File: config.mk
export PLATFORM = sky130hd
export DESIGN_NAME = swm_level
export DESIGN_NICKNAME = d
export VERILOG_FILES = /design/src/rtl/swm_pkg.sv /design/src/rtl/swm_level.sv
export SDC_FILE = /design/constraint.sdc
export NUM_CORES = 1
export LEC_CHECK = 0
export BUFFER_PORTS_ARGS = -buffer_cell sky130_fd_sc_hd__buf_2
export CORE_ASPECT_RATIO = 1.2
export CORE_MARGIN = 2
export CORE_UTILIZATION = 40
export CTS_BUF_LIST = sky130_fd_sc_hd__clkbuf_16
export CTS_CLUSTER_SIZE = 40
export DETAILED_ROUTE_END_ITERATION = 8
export GPL_ROUTABILITY_DRIVEN = 0
export PLACE_DENSITY = 0.69
export SYNTH_ARGS = -nofsm -noshare
export SYNTH_HDL_FRONTEND = slang
export SYNTH_SLANG_ARGS = --single-unit
File: constraint.sdc
create_clock -name clk_i -period 3.6 [get_ports clk_i]
set_input_delay 0.54 -clock clk_i [delete_from_list [all_inputs] [get_ports clk_i]]
set_output_delay 0.54 -clock clk_i [all_outputs]
set_load 0.1 [all_outputs]
File: src/rtl/swm_pkg.sv
`default_nettype none

package swm_pkg;

  // Operation carried by an item through the chain of level cells
  typedef enum logic [1:0] {
    OP_NONE = 2'd0,
    OP_INC  = 2'd1,
    OP_DEC  = 2'd2,
    OP_SEL  = 2'd3
  } swm_op_e;

  // Width of the window size register
  localparam int unsigned WinRegBits = 13;
  // Width of the sample and median ports
  localparam int unsigned PortBits   = 16;

endpackage

`default_nettype wire

File: src/rtl/swm_level.sv
`default_nettype none

module swm_level #(
  parameter int unsigned LEVEL      = 1,
  parameter int unsigned VALUE_BITS = 16,
  parameter int unsigned CNT_BITS   = 13
) (
  input  wire logic                  clk_i,
  input  wire logic                  rst_ni,
  input  wire logic                  clr_i,
  input  wire logic [VALUE_BITS-1:0] clr_addr_i,
  input  wire swm_pkg::swm_op_e      op_i,
  input  wire logic [VALUE_BITS-1:0] value_i,
  input  wire logic [CNT_BITS-1:0]   rank_i,
  output swm_pkg::swm_op_e           op_o,
  output logic [VALUE_BITS-1:0]      value_o,
  output logic [CNT_BITS-1:0]        rank_o
);

  localparam logic [VALUE_BITS-1:0] BitMask = VALUE_BITS'(1) << (VALUE_BITS - LEVEL);

  logic [CNT_BITS-1:0]   mem_q [2**LEVEL];
  logic [CNT_BITS-1:0]   rd_q;
  swm_pkg::swm_op_e      op_q;
  logic [VALUE_BITS-1:0] val_q;
  logic [CNT_BITS-1:0]   rank_q;
  swm_pkg::swm_op_e      op_out_q;
  logic [VALUE_BITS-1:0] val_out_q, val_out_d;
  logic [CNT_BITS-1:0]   rank_out_q, rank_out_d;
  logic                  wr_en;
  logic [CNT_BITS-1:0]   wr_data;
  logic [LEVEL-1:0]      rd_addr;
  logic [LEVEL-1:0]      wr_addr;

  assign rd_addr = value_i[VALUE_BITS-1 -: LEVEL];
  assign wr_addr = val_q[VALUE_BITS-1 -: LEVEL];

  // node counts of this tree level
  always_ff @(posedge clk_i) begin
    if (clr_i) begin
      mem_q[clr_addr_i[LEVEL-1:0]] <= '0;
    end else if (wr_en) begin
      mem_q[wr_addr] <= wr_data;
    end
    rd_q <= mem_q[rd_addr];
  end

  always_ff @(posedge clk_i) begin
    val_q      <= value_i;
    rank_q     <= rank_i;
    val_out_q  <= val_out_d;
    rank_out_q <= rank_out_d;
  end

  always_ff @(posedge clk_i or negedge rst_ni) begin
    if (!rst_ni) begin
      op_q     <= swm_pkg::OP_NONE;
      op_out_q <= swm_pkg::OP_NONE;
    end else begin
      op_q     <= op_i;
      op_out_q <= op_q;
    end
  end

  always_comb begin
    wr_en      = 1'b0;
    wr_data    = rd_q;
    val_out_d  = val_q;
    rank_out_d = rank_q;
    unique case (op_q)
      swm_pkg::OP_INC: begin
        wr_en   = 1'b1;
        wr_data = rd_q + CNT_BITS'(1);
      end
      swm_pkg::OP_DEC: begin
        wr_en   = 1'b1;
        wr_data = rd_q - CNT_BITS'(1);
      end
      swm_pkg::OP_SEL: begin
        // rd_q is the count of the left child
        if (rank_q > rd_q) begin
          rank_out_d = rank_q - rd_q;
          val_out_d  = val_q | BitMask;
        end
      end
      default: begin
      end
    endcase
  end

  assign op_o    = op_out_q;
  assign value_o = val_out_q;
  assign rank_o  = rank_out_q;

  a_dec_nonzero: assert property (@(posedge clk_i) disable iff (!rst_ni)
    (op_q == swm_pkg::OP_DEC) |-> (rd_q != '0))
    else $error("count underflow");

  a_inc_no_wrap: assert property (@(posedge clk_i) disable iff (!rst_ni)
    (op_q == swm_pkg::OP_INC) |-> (rd_q != '1))
    else $error("count overflow");

  a_sel_rank: assert property (@(posedge clk_i) disable iff (!rst_ni)
    (op_q == swm_pkg::OP_SEL) |-> (rank_q != '0))
    else $error("select rank ran out");

  a_clr_idle: assert property (@(posedge clk_i) disable iff (!rst_ni)
    clr_i |-> (op_q == swm_pkg::OP_NONE))
    else $error("item in flight during clear");

endmodule

`default_nettype wire

==> flow_metrics.env <==
export IMPL_die_h_um=117
export IMPL_layout_commonest_cell="dfxtp_1"
export IMPL_fin_hold_ws_ns=0.282
export IMPL_die_area_um2=11400
export IMPL_hp_class="in -> reg"
export IMPL_postSynthAreaPerCell_um2=11.5
export IMPL_crit_arrival_ns=2.91
export IMPL_drc=0
export IMPL_seqPwrFrac_pct=44.4
export IMPL_period_share_pct=74.3
export IMPL_drv_slew=0
export IMPL_grt_pass1_wl_um=12700
export IMPL_synth_top_area_cell="dfxtp_1"
export IMPL_comb_power_share_pct=22.7
export IMPL_final_cell_mix="71 x dfxtp_1, 65 x buf_2, 26 x edfxtp_1"
export IMPL_crit_path_start_kind="register"
export IMPL_place_inst=550
export IMPL_fin_crit_ns=2.67
export IMPL_synth_seq_area_share_pct=54.5
export IMPL_ios=81
export IMPL_critPathCaptureType="register"
export IMPL_fmax_ghz=0.374
export IMPL_layout_cells_non_filler=567
export IMPL_critical_path_class="reg -> reg"
export IMPL_synth_top_area_share_pct=33.6
export IMPL_ys_flop_type="dfxtp_1"
export IMPL_core_area_um2=10400
export IMPL_finalHoldViolations=0
export IMPL_dr_pass1_iters=6
export IMPL_start_util_pct=40.6
export IMPL_cts_sinks=101
export IMPL_clock_latency_ns=0.35
export IMPL_setup_violations=0
export IMPL_n_fill_cell=968
export IMPL_nNetsFinal=501
export IMPL_synth_edf_count=26
export IMPL_power_leakage_nw=2.08
export IMPL_worst_pin_slew_ns=0.656
export IMPL_synth_seq_cells=101
export IMPL_critPathMaxFanout=14
export IMPL_relSlewSlack_pct=56.3
export IMPL_port_buffers=65
export IMPL_swShare_pct=33.1
export IMPL_cts_path_max_buffers=2
export IMPL_diodes=0
export IMPL_cts_tree="done"
export IMPL_synth_cells=368
export IMPL_p_sw_w=0.000975
export IMPL_internal_power_w=0.00198
export IMPL_powerDensity_nw_per_um2=595
export IMPL_rows=41
export IMPL_wl_um=7830
export IMPL_cts_root_buffer="clkbuf_16"
export IMPL_routedWlPerCell_um=13.8
export IMPL_htree_levels=3
export IMPL_ys_types=62
export IMPL_grt_pass1_vias=2853
export IMPL_syn2layout_area_growth_pct=17.3
export IMPL_ys_async_sr_fraction_pct=3.96
export IMPL_worstPathRequired_ns=3.84
export IMPL_maxCapViolCount=0
export IMPL_antenna_found_initial=0
export IMPL_cts_resized=0
export IMPL_avgViaCountPerCell=5.19
export IMPL_power_total_w=0.00295
export IMPL_dpl_hpwl_um=5730
export IMPL_syn_num_nets=436
export IMPL_cts_buffers=9
export IMPL_postCtsSetupRepairBufs=0
export IMPL_synth_area_leaders="dfxtp_1 34%, edfxtp_1 18%, ha_1 5.0%"
export IMPL_drt_initial_drc_count=86
export IMPL_fin_setup_tns_ns=0
export IMPL_power_frac_clock_pct=32.9
export IMPL_synthesis_area_um2=4230
export IMPL_ys_warnings_count=0
export IMPL_die_w_um=97.9
export IMPL_grt_start_max_net_pins=36
export IMPL_drive_above_1_share_pct=26.3
export IMPL_grt_use_total_pct=14.1
export IMPL_ir_worst_vdd_uv=244
export IMPL_path_clk_slew_ns=0.08
export IMPL_rsz0062_at_grt="no"
export IMPL_status="finished, final reports clean"
export IMPL_grt_overflow_total=0
export IMPL_clock_skew_final_ns=0.00687
export IMPL_vias=2942
export IMPL_antenna_left=0
## cell families (layout without fill, tap and decap cells)
kind of cell             after synthesis  after routing  share of synthesized area (%)
XOR/XNOR                              25             25                           5.18
AND/OR/NAND/NOR                       86             86                           10.2
AO/OA/AOI/OAI                         72             72                           12.1
multiplexers                          31             31                           8.67
adder cells (fa/ha/maj)               18             18                           5.50
flip-flops                           101            101                           54.5
buffers and inverters                 35            105                           3.91
## sequential cells by signal, summed over array words and instances, names as in the netlist
signal and count:
value_o 16, op_o 2, rd_q 13, rank_o 13, mem_q 26, rank_q 13
op_q 2, val_q 16
## per-layer routing
layer	vias to the layer above	wire [um]	global-route usage, %
met1	1414	3200	14.8
li1	1441	-	-
met3	18	326	3.95
met4	0	178	7.50
met2	69	4130	25.7
met5	-	0	0
## metrics by stage
| stage | util [%] | setup slack [ns] | instance area (um2) |
|---|---|---|---|
| final | 47.6 | 0.927 | 4960 |
| after floorplan | - | 0.854 | 4230 |
| after global placement | 44.6 | 0.972 | 4640 |
| after CTS | 47.6 | 0.932 | 4960 |
| after detailed placement | 44.6 | 0.946 | 4640 |
| after global routing | 47.6 | 0.762 | 4960 |
## cell usage after synthesis, types with 3 or more instances
cell type and number:
nor2b_1 5, edfxtp_1 26, xnor2_1 16, mux2_4 7, o21ai_0 12, a21oi_1 15, buf_2 5, dfxtp_1 71
clkbuf_1 5, o21a_1 4, mux2_2 17, nor3_1 6, nand2_1 19, a21boi_0 4, dfrtp_1 4, inv_1 21
xor2_1 9, o31ai_1 4, a21o_1 3, nand3_1 8, mux2i_1 7, nand2b_1 6, ha_1 17, nand4_1 4
nor2_1 24
## cell type report
type	count	area, um2	area share [%]
clock buffers	9	225	4.54
multi-input cells	232	1760	35.5
clock inverters	7	78.8	1.59
well taps	129	161	3.26
repair buffers	68	350	7.07
flip-flops and latches	101	2300	46.4
inverters	21	78.8	1.59
## worst paths after layout
path / to / from / cells after the start / slack (ns)
min reg2reg: value_o[6] / val_q[6] / 0 / 0.33
min: val_q[9] / value_i[9] / 1 / 0.28
max reg2reg: rank_o[3] / rd_q[4] / 7 / 0.93
max: rank_o[3] / rd_q[4] / 7 / 0.93
max in group asynchronous: op_o[0] / rst_ni / 2 / 2.96
min in group asynchronous: op_q[1] / rst_ni / 2 / 0.52
## worst max-delay path: stages, from the launching register on
cell	delay, ns
dfxtp_1	0.45
inv_1	0.13
ha_1	0.42
nand4_1	0.18
o221ai_2	0.30
o22ai_2	0.16
o21ai_4	0.52
mux2_2	0.40
## timing repair
| action | 4_1_cts | 5_1_grt |
|---|---|---|
| endpoints found under the setup margin | 0 | 0 |
| hold endpoints to repair | 4 | 0 |
| hold buffers | 1 | 0 |
## power by group through the flow
stage / sequential [W] / clock, W / combinational (W)
floorplan: 0.00153 / 0 / 0.000354
global placement: 0.00133 / 0 / 0.000649
detailed placement: 0.00134 / 0 / 0.000664
CTS: 0.00131 / 0.000995 / 0.000669
global route: 0.00132 / 0.00103 / 0.000719
finish: 0.00131 / 0.000971 / 0.000668
Note: power is estimated with default switching activity, not from simulation.
